### src/hw/rtl/tls_pkg.sv
// shared codes, field widths and types of the three-level thread scheduler
`default_nettype none

package tls_pkg;

  // fixed field widths of the stream items
  localparam int CMD_W      = 2;
  localparam int PRIO_W     = 2;
  localparam int STATUS_W   = 3;
  localparam int FIELD_ID_W = 8;
  localparam int IN_DATA_W  = 24;
  localparam int OUT_DATA_W = 24;

  // command codes carried in in_tuser
  typedef enum logic [CMD_W-1:0] {
    CMD_MAKE_READY = 2'd0,
    CMD_JOIN_WAIT  = 2'd1,
    CMD_FINISH     = 2'd2,
    CMD_DISPATCH   = 2'd3
  } cmd_t;

  // priority levels
  localparam logic [PRIO_W-1:0] PRIO_HIGH = 2'd0;
  localparam logic [PRIO_W-1:0] PRIO_MID  = 2'd1;
  localparam logic [PRIO_W-1:0] PRIO_LOW  = 2'd2;
  localparam logic [PRIO_W-1:0] PRIO_BAD  = 2'd3;

  // result status codes
  typedef enum logic [STATUS_W-1:0] {
    ST_OK           = 3'd0,
    ST_QUEUE_FULL   = 3'd1,
    ST_BAD_PRIO     = 3'd2,
    ST_NONE_RUNNING = 3'd3,
    ST_JOIN_FULL    = 3'd4,
    ST_NONE_READY   = 3'd5
  } status_t;

endpackage

`default_nettype wire

### src/hw/rtl/tls_ram.sv
// simple dual-port synchronous ram, one write and one registered read per cycle
`default_nettype none

module tls_ram #(
  parameter int DATA_W = 8,
  parameter int DEPTH  = 16,
  parameter int ADDR_W = 4
) (
  input  wire logic              clk,
  input  wire logic              we,
  input  wire logic [ADDR_W-1:0] waddr,
  input  wire logic [DATA_W-1:0] wdata,
  input  wire logic [ADDR_W-1:0] raddr,
  output logic      [DATA_W-1:0] rdata
);

  logic [DATA_W-1:0] mem [DEPTH];

  // write port
  always_ff @(posedge clk) begin
    if (we) begin
      mem[waddr] <= wdata;
    end
  end

  // registered read port
  always_ff @(posedge clk) begin
    rdata <= mem[raddr];
  end

endmodule

`default_nettype wire

### src/hw/rtl/tls_ctrl.sv
// command sequencer: queue pointers, running slot, join table walk and result register
`default_nettype none

module tls_ctrl #(
  parameter int QUEUE_DEPTH  = 16,
  parameter int JOIN_ENTRIES = 16,
  parameter int ID_BITS      = 8,
  localparam int IDW = (ID_BITS < tls_pkg::FIELD_ID_W) ? ID_BITS : tls_pkg::FIELD_ID_W,
  localparam int QAW = $clog2(3 * QUEUE_DEPTH),
  localparam int JIW = (JOIN_ENTRIES > 1) ? $clog2(JOIN_ENTRIES) : 1,
  localparam int JDW = 2 * IDW + tls_pkg::PRIO_W
) (
  input  wire logic                            clk,
  input  wire logic                            rst_n,
  // command stream
  input  wire logic                            in_tvalid,
  output logic                                 in_tready,
  input  wire logic [tls_pkg::IN_DATA_W-1:0]   in_tdata,
  input  wire logic [tls_pkg::CMD_W-1:0]       in_tuser,
  // result stream
  output logic                                 out_tvalid,
  input  wire logic                            out_tready,
  output logic      [tls_pkg::OUT_DATA_W-1:0]  out_tdata,
  // ready queue ram
  output logic                                 q_we,
  output logic      [QAW-1:0]                  q_waddr,
  output logic      [IDW-1:0]                  q_wdata,
  output logic      [QAW-1:0]                  q_raddr,
  input  wire logic [IDW-1:0]                  q_rdata,
  // join table ram
  output logic                                 j_we,
  output logic      [JIW-1:0]                  j_waddr,
  output logic      [JDW-1:0]                  j_wdata,
  output logic      [JIW-1:0]                  j_raddr,
  input  wire logic [JDW-1:0]                  j_rdata
);

  import tls_pkg::*;

  localparam int QIW = $clog2(QUEUE_DEPTH);
  localparam int QCW = $clog2(QUEUE_DEPTH + 1);
  localparam int JCW = $clog2(JOIN_ENTRIES + 1);

  typedef enum logic [2:0] {
    S_IDLE,
    S_EXEC,
    S_SCAN,
    S_SHIFT,
    S_POP,
    S_POP_WAIT,
    S_EMIT
  } state_t;

  state_t              state_r;
  cmd_t                cmd_r;
  logic [IDW-1:0]      tid_r;
  logic [PRIO_W-1:0]   prio_r;
  logic [IDW-1:0]      target_r;
  logic [IDW-1:0]      done_r;
  status_t             status_r;
  logic                woke_r;
  logic [IDW-1:0]      woke_id_r;
  logic                run_valid_r;
  logic [IDW-1:0]      run_id_r;
  logic [QIW-1:0]      head_r  [3];
  logic [QCW-1:0]      count_r [3];
  logic [JCW-1:0]      jc_r;
  logic [JIW-1:0]      chk_r;
  logic [JIW-1:0]      mv_r;
  logic                out_valid_r;
  logic [OUT_DATA_W-1:0] out_data_r;

  // join entry fields, packed as {target, waiter, prio}
  logic [PRIO_W-1:0]   ent_prio;
  logic [IDW-1:0]      ent_waiter;
  logic [IDW-1:0]      ent_target;
  logic                ent_match;
  logic                scan_last;
  logic                shift_last;

  // push side
  logic [PRIO_W-1:0]   push_lvl;
  logic                push_full;
  logic [QIW-1:0]      push_tail;
  logic [QCW:0]        tail_sum;
  logic [QAW-1:0]      push_addr;

  // pop side
  logic [PRIO_W-1:0]   best_lvl;
  logic                any_ready;
  logic [QIW-1:0]      pop_head;
  logic [QAW-1:0]      pop_addr;

  assign ent_prio   = j_rdata[PRIO_W-1:0];
  assign ent_waiter = j_rdata[IDW+PRIO_W-1:PRIO_W];
  assign ent_target = j_rdata[JDW-1:IDW+PRIO_W];
  assign ent_match  = (ent_target == done_r);
  assign scan_last  = (JCW'(chk_r) == jc_r - JCW'(1));
  assign shift_last = (JCW'(mv_r) == jc_r - JCW'(1));

  // tail slot and fullness of the queue being appended to
  always_comb begin
    push_lvl = (state_r == S_SCAN) ? ent_prio : prio_r;
    case (push_lvl)
      PRIO_HIGH: begin
        push_full = (count_r[0] == QCW'(QUEUE_DEPTH));
        tail_sum  = (QCW+1)'(head_r[0]) + (QCW+1)'(count_r[0]);
      end
      PRIO_MID: begin
        push_full = (count_r[1] == QCW'(QUEUE_DEPTH));
        tail_sum  = (QCW+1)'(head_r[1]) + (QCW+1)'(count_r[1]);
      end
      PRIO_LOW: begin
        push_full = (count_r[2] == QCW'(QUEUE_DEPTH));
        tail_sum  = (QCW+1)'(head_r[2]) + (QCW+1)'(count_r[2]);
      end
      default: begin
        push_full = 1'b1;
        tail_sum  = '0;
      end
    endcase
    if (tail_sum >= (QCW+1)'(QUEUE_DEPTH)) begin
      push_tail = QIW'(tail_sum - (QCW+1)'(QUEUE_DEPTH));
    end else begin
      push_tail = QIW'(tail_sum);
    end
  end

  // head of the highest non-empty queue
  always_comb begin
    any_ready = 1'b1;
    if (count_r[0] != '0) begin
      best_lvl = PRIO_HIGH;
      pop_head = head_r[0];
    end else if (count_r[1] != '0) begin
      best_lvl = PRIO_MID;
      pop_head = head_r[1];
    end else begin
      best_lvl  = PRIO_LOW;
      pop_head  = head_r[2];
      any_ready = (count_r[2] != '0);
    end
  end

  // queue ram addresses: level base plus slot
  always_comb begin
    case (push_lvl)
      PRIO_MID: push_addr = QAW'(QUEUE_DEPTH) + QAW'(push_tail);
      PRIO_LOW: push_addr = QAW'(2 * QUEUE_DEPTH) + QAW'(push_tail);
      default:  push_addr = QAW'(push_tail);
    endcase
    case (best_lvl)
      PRIO_MID: pop_addr = QAW'(QUEUE_DEPTH) + QAW'(pop_head);
      PRIO_LOW: pop_addr = QAW'(2 * QUEUE_DEPTH) + QAW'(pop_head);
      default:  pop_addr = QAW'(pop_head);
    endcase
  end

  // memory port control
  always_comb begin
    q_we    = 1'b0;
    q_waddr = push_addr;
    q_wdata = (state_r == S_SCAN) ? ent_waiter : tid_r;
    q_raddr = pop_addr;
    j_we    = 1'b0;
    j_waddr = JIW'(jc_r);
    j_wdata = {target_r, tid_r, prio_r};
    j_raddr = chk_r + JIW'(1);
    unique case (state_r)
      S_EXEC: begin
        if (cmd_r == CMD_MAKE_READY && prio_r != PRIO_BAD && !push_full) begin
          q_we = 1'b1;
        end
        if (cmd_r == CMD_JOIN_WAIT && prio_r != PRIO_BAD &&
            jc_r != JCW'(JOIN_ENTRIES)) begin
          j_we = 1'b1;
        end
        // first entry of the walk
        j_raddr = '0;
      end
      S_SCAN: begin
        if (ent_match && !push_full) begin
          q_we = 1'b1;
        end
      end
      S_SHIFT: begin
        // close the gap: entry mv+1 moves down to mv
        j_we    = !shift_last;
        j_waddr = mv_r;
        j_wdata = j_rdata;
        j_raddr = mv_r + JIW'(2);
      end
      default: begin
      end
    endcase
  end

  // sequencer and registered result
  always_ff @(posedge clk) begin
    if (!rst_n) begin
      state_r     <= S_IDLE;
      run_valid_r <= 1'b1;
      run_id_r    <= '0;
      jc_r        <= '0;
      out_valid_r <= 1'b0;
      for (int l = 0; l < 3; l++) begin
        head_r[l]  <= '0;
        count_r[l] <= '0;
      end
    end else begin
      if (out_valid_r && out_tready && state_r != S_EMIT) begin
        out_valid_r <= 1'b0;
      end
      unique case (state_r)
        S_IDLE: begin
          if (in_tvalid) begin
            cmd_r     <= cmd_t'(in_tuser);
            tid_r     <= in_tdata[IDW-1:0];
            prio_r    <= in_tdata[FIELD_ID_W+PRIO_W-1:FIELD_ID_W];
            target_r  <= in_tdata[FIELD_ID_W+PRIO_W+IDW-1:FIELD_ID_W+PRIO_W];
            status_r  <= ST_OK;
            woke_r    <= 1'b0;
            woke_id_r <= '0;
            state_r   <= S_EXEC;
          end
        end
        S_EXEC: begin
          unique case (cmd_r)
            CMD_MAKE_READY: begin
              state_r <= S_EMIT;
              if (prio_r == PRIO_BAD) begin
                status_r <= ST_BAD_PRIO;
              end else if (push_full) begin
                status_r <= ST_QUEUE_FULL;
              end else begin
                for (int l = 0; l < 3; l++) begin
                  if (push_lvl == PRIO_W'(l)) begin
                    count_r[l] <= count_r[l] + QCW'(1);
                  end
                end
              end
            end
            CMD_JOIN_WAIT: begin
              state_r <= S_EMIT;
              if (prio_r == PRIO_BAD) begin
                status_r <= ST_BAD_PRIO;
              end else if (jc_r == JCW'(JOIN_ENTRIES)) begin
                status_r <= ST_JOIN_FULL;
              end else begin
                jc_r <= jc_r + JCW'(1);
              end
            end
            CMD_FINISH: begin
              if (!run_valid_r) begin
                status_r <= ST_NONE_RUNNING;
                state_r  <= S_EMIT;
              end else begin
                done_r      <= run_id_r;
                run_valid_r <= 1'b0;
                run_id_r    <= '0;
                chk_r       <= '0;
                state_r     <= (jc_r == '0) ? S_POP : S_SCAN;
              end
            end
            default: begin
              // dispatch only fills an empty slot
              state_r <= run_valid_r ? S_EMIT : S_POP;
            end
          endcase
        end
        S_SCAN: begin
          // j_rdata holds entry chk_r
          if (ent_match) begin
            if (push_full) begin
              status_r <= ST_QUEUE_FULL;
              state_r  <= S_EMIT;
            end else begin
              for (int l = 0; l < 3; l++) begin
                if (push_lvl == PRIO_W'(l)) begin
                  count_r[l] <= count_r[l] + QCW'(1);
                end
              end
              woke_r    <= 1'b1;
              woke_id_r <= ent_waiter;
              mv_r      <= chk_r;
              state_r   <= S_SHIFT;
            end
          end else if (scan_last) begin
            state_r <= S_POP;
          end else begin
            chk_r <= chk_r + JIW'(1);
          end
        end
        S_SHIFT: begin
          if (shift_last) begin
            jc_r    <= jc_r - JCW'(1);
            state_r <= S_POP;
          end else begin
            mv_r <= mv_r + JIW'(1);
          end
        end
        S_POP: begin
          if (!any_ready) begin
            if (cmd_r == CMD_DISPATCH) begin
              status_r <= ST_NONE_READY;
            end
            state_r <= S_EMIT;
          end else begin
            for (int l = 0; l < 3; l++) begin
              if (best_lvl == PRIO_W'(l)) begin
                head_r[l]  <= (head_r[l] == QIW'(QUEUE_DEPTH - 1)) ? '0 :
                              head_r[l] + QIW'(1);
                count_r[l] <= count_r[l] - QCW'(1);
              end
            end
            state_r <= S_POP_WAIT;
          end
        end
        S_POP_WAIT: begin
          run_valid_r <= 1'b1;
          run_id_r    <= q_rdata;
          state_r     <= S_EMIT;
        end
        S_EMIT: begin
          if (!out_valid_r || out_tready) begin
            out_data_r  <= {3'b000, FIELD_ID_W'(woke_id_r), woke_r,
                            FIELD_ID_W'(run_id_r), run_valid_r, status_r};
            out_valid_r <= 1'b1;
            state_r     <= S_IDLE;
          end
        end
        default: begin
          state_r <= S_IDLE;
        end
      endcase
    end
  end

  assign in_tready  = (state_r == S_IDLE);
  assign out_tvalid = out_valid_r;
  assign out_tdata  = out_data_r;

endmodule

`default_nettype wire

### src/hw/rtl/three_level_thread_scheduler_top.sv
// top level of the three-level strict-priority thread scheduler
//
// channel   direction  tdata (low bit up)                         tuser
// in_*      slave      thread_id[7:0] priority_req[9:8]           command[1:0]
//                      target_id[17:10] zero[23:18]
// out_*     master     status[2:0] running_valid[3] running_id[11:4] -
//                      woken_valid[12] woken_id[20:13] zero[23:21]
//
// one command at a time, a new one taken only in the idle state: make ready, join
// wait and a dispatch that finds a thread running go from execute straight to the
// result; a dispatch that finds the slot empty pops the highest non-empty queue
// and waits for the ram read, or reports none ready. finish walks the join table
// from the first entry to the first match or the end; releasing a waiter then
// moves the later entries down to close the gap, and a pop follows; a waiter
// that meets a full queue ends the finish. both walks read the ram one entry a cycle.
// reset is synchronous; the running slot holds thread zero, all queues and the
// join table are empty. a result waiting on out_tready holds the next command
// from finishing, but the next command is still accepted.
`default_nettype none

module three_level_thread_scheduler_top #(
  parameter int QUEUE_DEPTH  = 16,
  parameter int JOIN_ENTRIES = 16,
  parameter int ID_BITS      = 8
) (
  input  wire logic                           clk,
  input  wire logic                           rst_n,
  input  wire logic                           in_tvalid,
  output logic                                in_tready,
  // thread_id, priority_req, target_id
  input  wire logic [tls_pkg::IN_DATA_W-1:0]  in_tdata,
  // command
  input  wire logic [tls_pkg::CMD_W-1:0]      in_tuser,
  output logic                                out_tvalid,
  input  wire logic                           out_tready,
  // status, running_valid, running_id, woken_valid, woken_id
  output logic      [tls_pkg::OUT_DATA_W-1:0] out_tdata
);

  import tls_pkg::*;

  localparam int IDW = (ID_BITS < FIELD_ID_W) ? ID_BITS : FIELD_ID_W;
  localparam int QAW = $clog2(3 * QUEUE_DEPTH);
  localparam int JIW = (JOIN_ENTRIES > 1) ? $clog2(JOIN_ENTRIES) : 1;
  localparam int JDW = 2 * IDW + PRIO_W;

  logic           q_we;
  logic [QAW-1:0] q_waddr;
  logic [IDW-1:0] q_wdata;
  logic [QAW-1:0] q_raddr;
  logic [IDW-1:0] q_rdata;
  logic           j_we;
  logic [JIW-1:0] j_waddr;
  logic [JDW-1:0] j_wdata;
  logic [JIW-1:0] j_raddr;
  logic [JDW-1:0] j_rdata;

  // command sequencer
  tls_ctrl #(
    .QUEUE_DEPTH  (QUEUE_DEPTH),
    .JOIN_ENTRIES (JOIN_ENTRIES),
    .ID_BITS      (ID_BITS)
  ) u_ctrl (
    .clk        (clk),
    .rst_n      (rst_n),
    .in_tvalid  (in_tvalid),
    .in_tready  (in_tready),
    .in_tdata   (in_tdata),
    .in_tuser   (in_tuser),
    .out_tvalid (out_tvalid),
    .out_tready (out_tready),
    .out_tdata  (out_tdata),
    .q_we       (q_we),
    .q_waddr    (q_waddr),
    .q_wdata    (q_wdata),
    .q_raddr    (q_raddr),
    .q_rdata    (q_rdata),
    .j_we       (j_we),
    .j_waddr    (j_waddr),
    .j_wdata    (j_wdata),
    .j_raddr    (j_raddr),
    .j_rdata    (j_rdata)
  );

  // three ready queues, one region each
  tls_ram #(
    .DATA_W (IDW),
    .DEPTH  (3 * QUEUE_DEPTH),
    .ADDR_W (QAW)
  ) u_queue_ram (
    .clk   (clk),
    .we    (q_we),
    .waddr (q_waddr),
    .wdata (q_wdata),
    .raddr (q_raddr),
    .rdata (q_rdata)
  );

  // join waiter records in insertion order
  tls_ram #(
    .DATA_W (JDW),
    .DEPTH  (JOIN_ENTRIES),
    .ADDR_W (JIW)
  ) u_join_ram (
    .clk   (clk),
    .we    (j_we),
    .waddr (j_waddr),
    .wdata (j_wdata),
    .raddr (j_raddr),
    .rdata (j_rdata)
  );

endmodule

`default_nettype wire

### config.mk
export PLATFORM = sky130hd
export DESIGN_NAME = three_level_thread_scheduler_top
export DESIGN_NICKNAME = d
export VERILOG_FILES = /design/src/hw/rtl/tls_pkg.sv /design/src/hw/rtl/tls_ram.sv /design/src/hw/rtl/tls_ctrl.sv /design/src/hw/rtl/three_level_thread_scheduler_top.sv
export SDC_FILE = /design/constraint.sdc
export NUM_CORES = 1
export LEC_CHECK = 0
export BUFFER_PORTS_ARGS = -buffer_cell sky130_fd_sc_hd__buf_4
export CAP_MARGIN = 0
export CORE_MARGIN = 10
export CORE_UTILIZATION = 35
export DETAILED_ROUTE_END_ITERATION = 12
export PLACE_DENSITY = 0.54
export SLEW_MARGIN = 20
export SYNTH_ARGS = -nofsm -noshare
export SYNTH_HDL_FRONTEND = slang
export SYNTH_HIERARCHICAL = 1
export SYNTH_SLANG_ARGS = --single-unit
### constraint.sdc
create_clock -name clk -period 5.2 [get_ports clk]
set_clock_uncertainty 0.05 [all_clocks]
set_input_delay 1.04 -clock clk [delete_from_list [all_inputs] [get_ports clk]]
set_output_delay 1.04 -clock clk [all_outputs]
set_load 0.1 [all_outputs]
Yosys cells after proc, flatten, opt, wreduce, memory -nomap -nowiden
Memories as Yosys holds them, arrays and structs flattened. A register that Yosys moved wholly into a read port is not among the register bits. Index checks and enable logic that the tools add are counted.

Register bits: 87. Bits in writable memories: 699. Input port bits: 30. Output and inout port bits: 26. Logic and storage cells: 280. Memories: 4.

Memories: u_queue_ram.mem (depth 48, width 8, rd ports 1, clocked after Yosys merged registers in 1, wr ports 1, RTL line tls_ram.sv:17) `logic [DATA_W-1:0] mem [DEPTH];`; u_join_ram.mem (depth 16, width 18, rd ports 1, clocked after Yosys merged registers in 1, wr ports 1, RTL line tls_ram.sv:17); u_ctrl.count_r (depth 3, width 5, rd ports 3, clocked after Yosys merged registers in 0, wr ports 3, RTL line tls_ctrl.sv:66) `logic [QCW-1:0] count_r [3];`; u_ctrl.head_r (depth 3, width 4, rd ports 3, clocked after Yosys merged registers in 0, wr ports 3, RTL line tls_ctrl.sv:65) `logic [QIW-1:0] head_r [3];`.

$add $sub $neg: 22. Order comparisons: 1. Equal/unequal tests: 46. Multiplexer cells: 142. Bitwise operators: 12. Reduce and logical (&&, ||, !) cells: 37.

Operators with widths (number): $mux 4 (17); $mux 1 (65); $mux 5 (13); $mux 3 (17); $mux 8 (6); $pmux 8 s2 (2); $pmux 4 s2 (3); $pmux 6 s2 (2); $pmux 3 s7 (1); $add 4x1->4 const B (5); $add 5x1->5 const B (4); $eq 5x5->1 const B (4); $sub 5x1->5 const B (4); $add 4x5->6 (3); $mux 18 (1); $ne 2x2->1 const B (9); $pmux 6 s3 (1); $reduce_and 5->1 (3); $reduce_bool 5->1 (3); $ne 2x1->1 const B (7); $add 5x4->6 const A (2); $add 6x4->6 const A (2); $eq 4x4->1 const B (3); $or 1x1->1 (12); 36 further kinds (71).

Longest topological paths before layout
Gate-level depths: netlist (run 1).

Depth after elaboration: 13. Mapped depth: 18. Gate-level depth less buffers: 14.

Modules after synthesis
Netlist (run 1), hierarchy kept.

By module, submodules not included: tls_ram at u_queue_ram (times used 1, cells an instance 790, area each 15334.7 sq um, seq. area each 11691.2 sq um); tls_ram at u_join_ram (times used 1, cells an instance 482, area each 11322.1 sq um, seq. area each 9008.6 sq um); tls_ctrl (times used 1, cells an instance 638, area each 6562.5 sq um, seq. area each 3243.1 sq um).

Least setup slack after synthesis (run 1)
Ideal clock, no wire load.

Path kind: register to register. Start point: register u_ctrl.state_r[2]. End point: register u_ctrl.woke_id_r[0], enable pin. Data arrival time: 3.787 ns. Data required time: 4.751 ns. Slack: 0.964 ns. Stages on the path, launching flop included: 17. Buffers on the path: 5. Period minus slack after synthesis: 4.236 ns. Cells stage by stage: dfxtp_1 > buf_2 > or2_1 > buf_2 > inv_1 > buf_1 > mux2i_1 > inv_1 > ha_1 > buf_6 > a22oi_1 > a2111oi_1 > a311o_1 > buf_6 > nor2_1 > mux2i_1 > nor4_1.

Cells in the longest elaborated chain, start to end: 6.

Ends and longest elaborated chain: from (decl) (RTL line tls_ctrl.sv:54) `state_t state_r;`; from (signal assigned) (RTL line tls_ctrl.sv:262) `state_r <= (jc_r == '0) ? S_POP : S_SCAN;`; from (signal assigned) (RTL line tls_ctrl.sv:267) `state_r <= run_valid_r ? S_EMIT : S_POP;`; $eq 3x2->1 (RTL line tls_ctrl.sv:103, tls_ctrl.sv:214); $mux 2 (RTL line tls_ctrl.sv:103) `push_lvl = (state_r == S_SCAN) ? ent_prio : prio_r;`; $eq 2x2->1 (tied with other cells) (RTL line tls_ctrl.sv:104) `case (push_lvl)`; $pmux 1 s3 (RTL line tls_ctrl.sv:104); $ne 2x2->1 (no line); $reduce_and 5->1 (no line) *; to (signal assigned) (RTL line tls_ctrl.sv:284) `woke_id_r <= ent_waiter;`; to (decl) (RTL line tls_ctrl.sv:62) `logic [IDW-1:0] woke_id_r;`.

Every way passes the cells marked *; elsewhere a longest branch is shown, timed or not. A chain may end at the register's enable or synchronous reset.

Worst setup path after layout (run 1)
Start point: register u_ctrl.state_r[0]. End point: memory u_queue_ram.mem[104][1], in the netlist u_queue_ram/mem[26][1], enable pin.

Cells in the longest elaborated chain, start to end: 10.

Ends and longest elaborated chain: $eq 3x2->1 (RTL line tls_ctrl.sv:103, tls_ctrl.sv:169); $mux 2 (RTL line tls_ctrl.sv:103); $eq 2x2->1 (tied with other cells) (RTL line tls_ctrl.sv:104); $pmux 1 s3 (RTL line tls_ctrl.sv:104); $logic_not 1->1 (RTL line tls_ctrl.sv:171, tls_ctrl.sv:182); $logic_and 1x1->1 (on tied branches) (RTL line tls_ctrl.sv:182, tls_ctrl.sv:171); $mux 1 (on tied branches) (RTL line tls_ctrl.sv:182, tls_ctrl.sv:171); $pmux 1 s2 * (RTL line tls_ctrl.sv:169) `unique case (state_r)`; net q_we (RTL line three_level_thread_scheduler_top.sv:47) `logic q_we;`; $mux 1 * (RTL line tls_ram.sv:21) `if (we) begin`; $mux 1 (implied by the code) * (RTL line tls_ram.sv:22) `mem[waddr] <= wdata;`; to (decl) (RTL line tls_ram.sv:17).

The timed path passes the listed nets; every way through them passes the cells marked *.

==> metrics.md, run 1 <==
| Metric | Value |
|---|---|
| Final setup vio count | 0 |
| Worst hold path cell count | 0 |
| CTS Buffer Depth | 3 |
| DIE HEIGHT | 328 um |
| Largest net degree at the start of global routing | 73 |
| Period utilisation layout | 92.2% |
| Mapped Area | 0.0332 sq mm |
| Post-synth EDFFs | 768 |
| Final worst slack | 407 ps |
| Layout cells sized above 1 | 18.5% |
| Nets | 2066 |
| PD cells | 495 mW/mm^2 |
| Crit path capture type | register |
| Clock slew at reported path FFs | 60 ps |
| Hold Worst Slack | 364 ps |
| DR WL/cell | 24.0 um |
| Root Driver | clkbuf_16 |
| Hold Buf Count CTS | 0 |
| Sequential element share of the synthesized area | 72.1% |
| Max-cap violations | 0 |
| Max IR drop VDD | 0.253 mV |
| Yosys warning count | 6 |
| Commonest non-fill, non-tap cell in the layout | edfxtp_1 |
| Distinct cells, synth | 76 |
| First DRT Iteration DRCs | 1642 |
| Overall Global Routing Usage | 14.6% |
| # rows | 112 |
| Leading area contributor after synthesis | edfxtp_1 |
| Final GP Congestion | 0.794 |
| Critical path class | reg2reg |
| Syn Inst Count | 1910 |
| Most frequent cells in the layout | edfxtp_1, mux2i_1, nand2_1 |
| Placed cell count | 3166 |
| Post-Syn Area per Cell | 17.4 sq um |
| Cell Count, Final, Fillers Out | 3323 |
| Clock Sinks | 812 |
| Top FF cell, synth | edfxtp_1 |
| Via Count | 17600 |
| Clk Latency, worst-skew pair | 650 ps |
| Status | completed |
| Placed cell area | 0.0352 sq mm |
| IO Pins | 56 |
| Antenna viol nets, final | 0 |
| Slew HR | 25.1% |
| Fmax | 0.209 GHz |
| Total die area | 0.108 sq mm |
| Critical-path top delay cell | nor2_1 |
| IO Port Bufs | 46 |
| Post-Layout Inst Area | 0.0380 sq mm |
| CP startpoint kind | register |
| Setup TNS | 0 ps |
| Detailed Routing Iterations Pass 1 | 7 |
| Initial antenna violation count | 2 |
| Post-CTS Setup Bufs | 0 |
| Synth top area share | 69.4% |
| Pre-CTS setup slack | 490 ps |
| P&R area growth vs syn | 14.5% |
| Hold Vio Cnt, Final | 0 |
| Worst path max stage delay | 870 ps |
| HPWL after detailed placement | 50.2 mm |
| CTS tree | done |
| Hold crit path type | reg2reg |
| Post-CTS Resized | 0 |
| Clock period minus worst slack | 4790 ps |
| R2R cell count | 13 |
| CP arrival | 5000 ps |
| Pleak | 12.6 nW |
| Die Span X | 328 um |
| Slew Viols, Final | 0 |
| Via-per-instance ratio | 5.28 |
| Initial Utilization | 35.4% |
| Post-route DRC | 0 |
| RSZ-0062 raised after global routing | false |
| Vias in the first global route | 17800 |
| Critical path required time | 5400 ps |
| Ys async rst share | 0% |
| Worst-Margin Slew | 1120 ps |
| Fillers | 8350 |
| Ranking of synthesized cells by area | edfxtp_1, mux4_2, mux2i_1 |
| Crit path cell chain | nand2b_1 -> or2_1 -> inv_1 -> mux2i_1 -> inv_1 -> ha_1 -> a22oi_1 -> a2111oi_1 -> a311o_1 -> buf_4 -> nor2_1 -> nand3_1 -> nor2_1 |
| First-pass GRT wire length | 118 mm |
| Yosys reg bits | 812 |
| Total wire length | 79.6 mm |
| Total CTS buffers | 84 |
| Core area | 0.0937 sq mm |
| Overflow after GRT | 0 |
| H-Tree Depth | 3 |
| CP max FO | 10 |
## kinds of logic (layout without fill, tap and decap cells)
family                     after synthesis  after routing  share of synthesized area, %
and+or+nand+nor                        362            362                          5.18
adders and majority gates               38             38                          1.50
other                                    1              5                        0.0113
muxes                                  247            247                          11.9
xor gates and xnor gates                40             40                          1.18
DFF                                    812            812                          72.1
AOI/OAI and AO/OA                      270            270                          5.89
buffers and inverters                  140            295                          2.26
## Yosys cell counts (6+ instances only)
master      n
a21o_1     12
a21oi_1    56
a221oi_1   20
a22o_1     16
a22oi_1    78
and2_1     15
and3_1      8
buf_1      17
buf_2      15
buf_4      16
buf_6      19
clkbuf_1   42
dfxtp_1    44
edfxtp_1  768
ha_1       35
inv_1      29
mux2i_1   134
mux4_1     22
mux4_2     90
nand2_1   122
nand2b_1    9
nand3_1    27
nand3b_1    6
nor2_1    107
nor2b_1    14
nor3_1     19
o21ai_0    32
o22ai_1     9
o41ai_2     8
xnor2_1    13
xor2_1     24
## final cells by class
| cell class | instances | area (sq um) | share of cell area [%] |
|---|---|---|---|
| Antenna cell | 2 | 5.00 | 0.0132 |
| Clock buffer | 115 | 2290 | 6.02 |
| Clock inverter | 40 | 523 | 1.38 |
| Inverter | 29 | 109 | 0.286 |
| Multi-Input combinational cell | 960 | 8700 | 22.9 |
| Sequential cell | 812 | 23900 | 62.9 |
| Tap cell | 1254 | 1570 | 4.12 |
| Timing Repair Buffer | 111 | 896 | 2.36 |
## sequential cells by signal, summed over array words and instances, names as in the netlist, 5 cells and up
signal	flops
u_ctrl/count_r	15
u_ctrl/done_r	8
u_ctrl/head_r	12
u_ctrl/jc_r	5
u_ctrl/out_tdata	21
u_ctrl/run_id_r	8
u_ctrl/target_r	8
u_ctrl/tid_r	8
u_ctrl/woke_id_r	8
u_join_ram/mem	288
u_join_ram/rdata	18
u_queue_ram/mem	384
u_queue_ram/rdata	8
## per-stage QoR
step / total power (W) / utilization [%]
finish: 0.0188 / 40.6
global route: 0.0196 / 40.6
CTS: 0.0190 / 40.5
detailed placement: 0.0130 / 37.5
global placement: 0.0129 / 37.5
floorplan: 0.0114 / -
## critical path, delay by kind of cell, from the launching register on
family | cells | cell delay [ps]
fa+ha+maj | 1 | 320
flops | 1 | 310
compound gates | 3 | 630
buf+inv | 3 | 430
mux | 1 | 290
simple gates | 5 | 2370
## worst paths after layout
check / from / slack (ps) / end
setup / recovery: u_ctrl/state_r[0] / 410 / u_queue_ram/mem[26][1]
hold / removal: u_ctrl/woke_r / 360 / u_ctrl/out_tdata[12]
setup reg to reg: u_ctrl/state_r[0] / 410 / u_queue_ram/mem[26][1]
hold reg to reg: u_ctrl/woke_r / 360 / u_ctrl/out_tdata[12]
## where the power goes
group / internal (W) / switching [W] / total (W)
Sequential: 0.00790 / 0.000247 / 0.00815
Combinational: 0.00172 / 0.00291 / 0.00463
Clock: 0.00353 / 0.00253 / 0.00605
Total: 0.0132 / 0.00568 / 0.0188
## layer usage
layer	GRT usage (%)	up-vias	routed length, um
li1	-	7780	-
met4	4.19	0	2000
met2	23.9	537	38300
met1	19.6	9122	34600
met5	0	-	0
met3	2.67	119	4690
Note: power is estimated with default switching activity, not from simulation.
==> run 2, diff against run 1 <==
- CORE_ASPECT_RATIO: not set -> 2
- REMOVE_ABC_BUFFERS: not set -> 1
==> metrics.md, run 2 (synthesized netlist as in run 1, its figures left out) <==
| Metric | Value |
|---|---|
| Critical path class | reg2reg |
| Worst path max stage delay | 750 ps (-120 ps) |
| Period utilisation layout | 88.5% (-3.7 points) |
| Hold crit path type | reg2reg |
| HPWL after detailed placement | 56.3 mm (+12%) |
| Top sig layer | met4 |
| Total wire length | 83.7 mm (+5.2%) |
| Crit path capture type | register |
| Util after Layout | 39.9% (-0.63 points) |
| Most frequent cells in the layout | edfxtp_1, mux2i_1, nand2_1 |
| Crit path buf inv count | 3 (unchanged) |
| Layout cells sized above 1 | 18.2% (-0.29 points) |
| Via Count | 17300 (-1.3%) |
| CP most frequent cell | nand2_1 |
| Post-CTS Resized | 0 (unchanged) |
| Detailed Routing Iterations Pass 1 | 5 (-2) |
| CP startpoint kind | register |
| CP arrival | 4820 ps (-180 ps) |
| Status | completed |
| Post-CTS Setup Bufs | 0 (unchanged) |
| Ant diodes | 0 (-2) |
| Seq. cell area | 0.0239 sq mm (unchanged) |
| CTS Buffer Depth | 3 (unchanged) |
| Clock Sinks | 812 (unchanged) |
| Hold Buf Count CTS | 0 (unchanged) |
| P&R area growth vs syn | 13.1% |
| CP max FO | 8 (-2) |
| Vias in the first global route | 18400 (+3.1%) |
| Die Span X | 238 um (-28%) |
| Critical path required time | 5410 ps (about the same) |
| CTS tree | done |
| Worst hold path cell count | 0 (unchanged) |
| Max reg flops | 384 (unchanged) |
| DR WL met2 | 48.5 mm (+26%) |
| Clock slew at reported path FFs | 60 ps (about the same) |
| Metal1 wirelength | 28.9 mm (-17%) |
| Post-route DRC | 0 (unchanged) |
| DR WL/cell | 25.7 um (+7.1%) |
| Final GP Congestion | 0.872 (+9.8%) |
| Met3 wire len | 2.67 mm (-43%) |
| Max-cap violations | 0 (unchanged) |
| Initial antenna violation count | 0 (-2) |
| Overflow after GRT | 0 (unchanged) |
| Via-per-instance ratio | 5.31 (+0.46%) |
| Slew HR | 27.1% (+2.0 points) |
| Delay-heaviest family, CP | simple AND/OR/NAND/NOR gates |
| Fmax | 0.217 GHz (+4.1%) |
| Root Driver | clkbuf_16 |
| Max IR drop VDD | 0.349 mV (+38%) |
| Largest net degree at the start of global routing | 72 (-1.4%) |
| First-pass GRT wire length | 123 mm (+4.2%) |
| Overall Global Routing Usage | 15.4% (+0.82 points) |
| Clock period minus worst slack | 4600 ps (-191 ps) |
| Initial Utilization | 35.3% (-0.13 points) |
| Worst-Margin Slew | 1090 ps (-30.7 ps) |
| Antenna viol nets, final | 0 (unchanged) |
| Final setup vio count | 0 (unchanged) |
| Pre-CTS setup slack | 669 ps (+179 ps) |
| Critical-path top delay cell | nor2_1 |
| Stages on worst setup path | 15 (+2) |
| Area of the multi-input gates | 0.00867 sq mm (-0.40%) |
| Clk Latency, worst-skew pair | 650 ps (about the same) |
| RSZ-0062 raised after global routing | false |
| Fillers | 8454 (+1.2%) |
| H-Tree Depth | 3 (unchanged) |
| Final worst slack | 598 ps (+191 ps) |
| DIE HEIGHT | 456 um (+39%) |
| Total die area | 0.108 sq mm (+0.69%) |
| Pleak | 12.4 nW (-0.95%) |
| IO Port Bufs | 46 (unchanged) |
| PD cells | 487 mW/mm^2 (-1.7%) |
| Largest reg by FF count | u_queue_ram/mem |
| Crit path cell chain | nand2b_1 -> or2_1 -> inv_1 -> buf_4 -> nand2_1 -> nand2_1 -> inv_1 -> ha_1 -> a22oi_1 -> a2111oi_1 -> a311o_1 -> nor2_1 -> nor2b_1 -> nand2_1 -> nor2_1 |
| Hold Vio Cnt, Final | 0 (unchanged) |
| # rows | 159 (+42%) |
| Total CTS buffers | 74 (-12%) |
| First DRT Iteration DRCs | 1121 (-32%) |
| Commonest non-fill, non-tap cell in the layout | edfxtp_1 |
| IO Pins | 56 (unchanged) |
| Slew Viols, Final | 0 (unchanged) |
| Core area | 0.0941 sq mm (+0.37%) |
| Nets | 2065 (-0.048%) |
| R2R cell count | 15 (+2) |
[run 2: worst paths after layout]
path              slack [ps]                start                      to
hold / removal           370  u_ctrl/woke_id_r[2]    u_ctrl/out_tdata[15]
hold reg to reg          370  u_ctrl/woke_id_r[2]    u_ctrl/out_tdata[15]
setup / recovery         600    u_ctrl/state_r[0]  u_queue_ram/mem[25][4]
setup reg to reg         600    u_ctrl/state_r[0]  u_queue_ram/mem[25][4]
[run 2: metal layers]
metal | vias to the layer above | global-route usage [%]
li1 | 7748 | -
met1 | 9037 | 15.5
met2 | 385 | 30.2
met3 | 151 | 2.05
met4 | 0 | 7.35
met5 | - | 0
[run 2: stage by stage]
step / hold WS, ps / TNS [ps] / area (sq um) / instances / total power [W]
floorplan: 350 / -176320 / 32600 / 1801 / 0.0114
global placement: 356 / 0 / 35200 / 3128 / 0.0129
detailed placement: 355 / 0 / 35200 / 3128 / 0.0130
CTS: 376 / 0 / 37600 / 3263 / 0.0185
global route: 383 / 0 / 37600 / 3263 / 0.0190
finish: 371 / 0 / 37600 / 3263 / 0.0183
[run 2: area by class of cell]
| cell class | instances | share of cell area, % |
|---|---|---|
| clock inverters | 39 | 1.01 |
| repair buffers | 120 | 2.53 |
| clock buffers | 96 | 5.40 |
| well taps | 1207 | 4.02 |
| multi-input cells | 960 | 23.1 |
| flip-flops and latches | 812 | 63.7 |
| inverters | 29 | 0.290 |
[run 2: report_power, final]
part           switching, W  total (W)  internal (W)
logic               0.00293    0.00466       0.00173
registers          0.000247    0.00814       0.00790
clock network       0.00237    0.00549       0.00311
total               0.00555     0.0183        0.0127
==> run 3, diff against run 2 <==
- CORE_ASPECT_RATIO: 2 -> not set
- CORE_UTILIZATION: 35 -> 58
- PLACE_DENSITY: 0.54 -> 0.79
- RECOVER_POWER: not set -> 50
==> metrics.md, run 3 (synthesized netlist as in run 1, its figures left out) <==
| Metric | Value |
|---|---|
| RSZ-0062 raised after global routing | false |
| Clock Sinks | 812 (unchanged) |
| CTS Buffer Depth | 3 (unchanged) |
| Slew Viols, Final | 406 (+406) |
| Worst-Margin Slew | 2730 ps (+1630 ps) |
| Crit path capture type | register |
| Post-route DRC | 0 (unchanged) |
| Post-CTS Resized | 0 (unchanged) |
| Detailed Routing Iterations Pass 1 | 7 (+2) |
| Crit path cell chain | nand2b_1 -> or2_0 -> inv_1 -> mux2i_1 -> inv_1 -> ha_1 -> a22oi_1 -> a2111oi_1 -> a311o_1 -> buf_4 -> nor2_1 -> buf_4 -> nor2b_1 -> nand3_1 -> nor2_1 |
| # rows | 87 (-45%) |
| Overall Global Routing Usage | 22.7% (+7.3 points) |
| Max IR drop VDD | 0.356 mV (+2.0%) |
| Total wire length | 76.3 mm (-8.9%) |
| Fillers | 3640 (-57%) |
| Period utilisation layout | 94.7% (+6.2 points) |
| H-Tree Depth | 3 (unchanged) |
| Antenna viol nets, final | 0 (unchanged) |
| Worst path max stage delay | 800 ps (+50 ps) |
| Root Driver | clkbuf_16 |
| IO Port Bufs | 46 (unchanged) |
| Overflow after GRT | 0 (unchanged) |
| Initial Utilization | 58.7% (+23 points) |
| Post-CTS Setup Bufs | 0 (unchanged) |
| PD cells | 498 mW/mm^2 (+2.4%) |
| Critical-path top delay cell | nor2_1 |
| DR WL/cell | 27.1 um (+5.6%) |
| Final setup vio count | 0 (unchanged) |
| Max-cap violations | 9 (+9) |
| Max reg flops | 384 (unchanged) |
| Cell Count, Final, Fillers Out | 2815 (-14%) |
| Initial antenna violation count | 0 (unchanged) |
| Via Count | 18300 (+5.6%) |
| Core area | 0.0566 sq mm (-40%) |
| IO Pins | 56 (unchanged) |
| Via-per-instance ratio | 6.50 (+22%) |
| Pleak | 12.3 nW (-0.92%) |
| Hold Buf Count CTS | 0 (unchanged) |
| Hold crit path type | reg2reg |
| Fmax | 0.203 GHz (-6.5%) |
| Largest reg by FF count | u_queue_ram/mem |
| First DRT Iteration DRCs | 2184 (+95%) |
| Critical path class | reg2reg |
| Slew HR | -81.8% (-110 points) |
| Hold Vio Cnt, Final | 0 (unchanged) |
| HPWL after detailed placement | 44.9 mm (-20%) |
| First-pass GRT wire length | 115 mm (-6.3%) |
| Vias in the first global route | 18500 (+0.45%) |
| Layout cells sized above 1 | 16.3% (-1.9 points) |
| Total CTS buffers | 80 (+8.1%) |
| Clock slew at reported path FFs | 60 ps (about the same) |
| Most frequent cells in the layout | edfxtp_1, mux2i_1, nand2_1 |
| Largest net degree at the start of global routing | 73 (+1.4%) |
| DIE HEIGHT | 259 um (-43%) |
| Seq. cell area | 0.0239 sq mm (unchanged) |
| Final Total Pwr | 0.0184 W (+0.71%) |
| Hold Worst Slack | 372 ps (+1.10 ps) |
| Area of the multi-input gates | 0.00864 sq mm (-0.29%) |
| Ant diodes | 0 (unchanged) |
| Critical path required time | 5390 ps (-20 ps) |
| Failing checks | capacitance limit, slew limit |
| CP arrival | 5110 ps (+290 ps) |
| P&R area growth vs syn | 11.3% |
| Commonest non-fill, non-tap cell in the layout | edfxtp_1 |
| Crit path buf inv count | 4 (+1) |
| Die Span X | 259 um (+9.0%) |
| Status | complete, but fails checks |
| CTS tree | done |
| Nets | 2065 (unchanged) |
| CP max FO | 10 (+2) |
| Final GP Congestion | 0.884 (+1.4%) |
| Delay-heaviest family, CP | simple AND/OR/NAND/NOR gates |
| Clock period minus worst slack | 4920 ps (+321 ps) |
| CP startpoint kind | register |
| Total die area | 0.0672 sq mm (-38%) |
| Placed cell count | 2671 (-15%) |
| Setup TNS | 0 ps (unchanged) |
| Clk Latency, worst-skew pair | 630 ps (-20 ps) |
-- run 3: report_power, final --
part / leakage (nW) / internal, W / switching [W]
sequential: 7.32 / 0.00794 / 0.000252
clock: 1.26 / 0.00328 / 0.00241
combinational: 3.74 / 0.00169 / 0.00285
total: 12.3 / 0.0129 / 0.00552
-- run 3: path summary, 6_finish.rpt --
kind | from | to | slack [ps] | depth (start not counted)
hold reg to reg | u_ctrl/woke_id_r[7] | u_ctrl/out_tdata[20] | 370 | 0
setup reg to reg | u_ctrl/state_r[0] | u_queue_ram/mem[13][5] | 280 | 15
setup / recovery | u_ctrl/state_r[0] | u_queue_ram/mem[13][5] | 280 | 15
hold / removal | u_ctrl/woke_id_r[7] | u_ctrl/out_tdata[20] | 370 | 0
-- run 3: metal layers --
layer,vias to the layer above,routed length (um),global-route usage (%)
met5,-,0,0
met4,0,2830,8.62
met3,197,7490,4.24
met2,1080,37500,37.3
met1,9260,28400,29.8
li1,7749,-,-
-- run 3: final cells by class --
| cell class | count | share of cell area (%) |
|---|---|---|
| flip-flops and latches | 812 | 64.7 |
| multi-input cells | 960 | 23.4 |
| clock buffers | 95 | 5.65 |
| well taps | 756 | 2.56 |
| repair buffers | 114 | 2.11 |
| clock inverters | 49 | 1.28 |
| inverters | 29 | 0.294 |
-- run 3: through the flow --
stage	worst slack [ps]	utilization (%)	cell area (sq um)
finish	276	65.3	37000
global route	89.4	65.3	37000
CTS	357	65.6	37100
detailed placement	353	61.1	34600
global placement	507	61.1	34600
floorplan	-10160	-	32600
-- run 3: worst reg2reg max path: cells and delay by family (launching register included) --
kind / cells / cell delay [ps]
AO/OA/AOI/OAI: 3 / 650
adder cells (fa/ha/maj): 1 / 330
buffers and inverters: 4 / 760
flip-flops: 1 / 310
multiplexers: 1 / 430
AND/OR/NAND/NOR: 6 / 2030
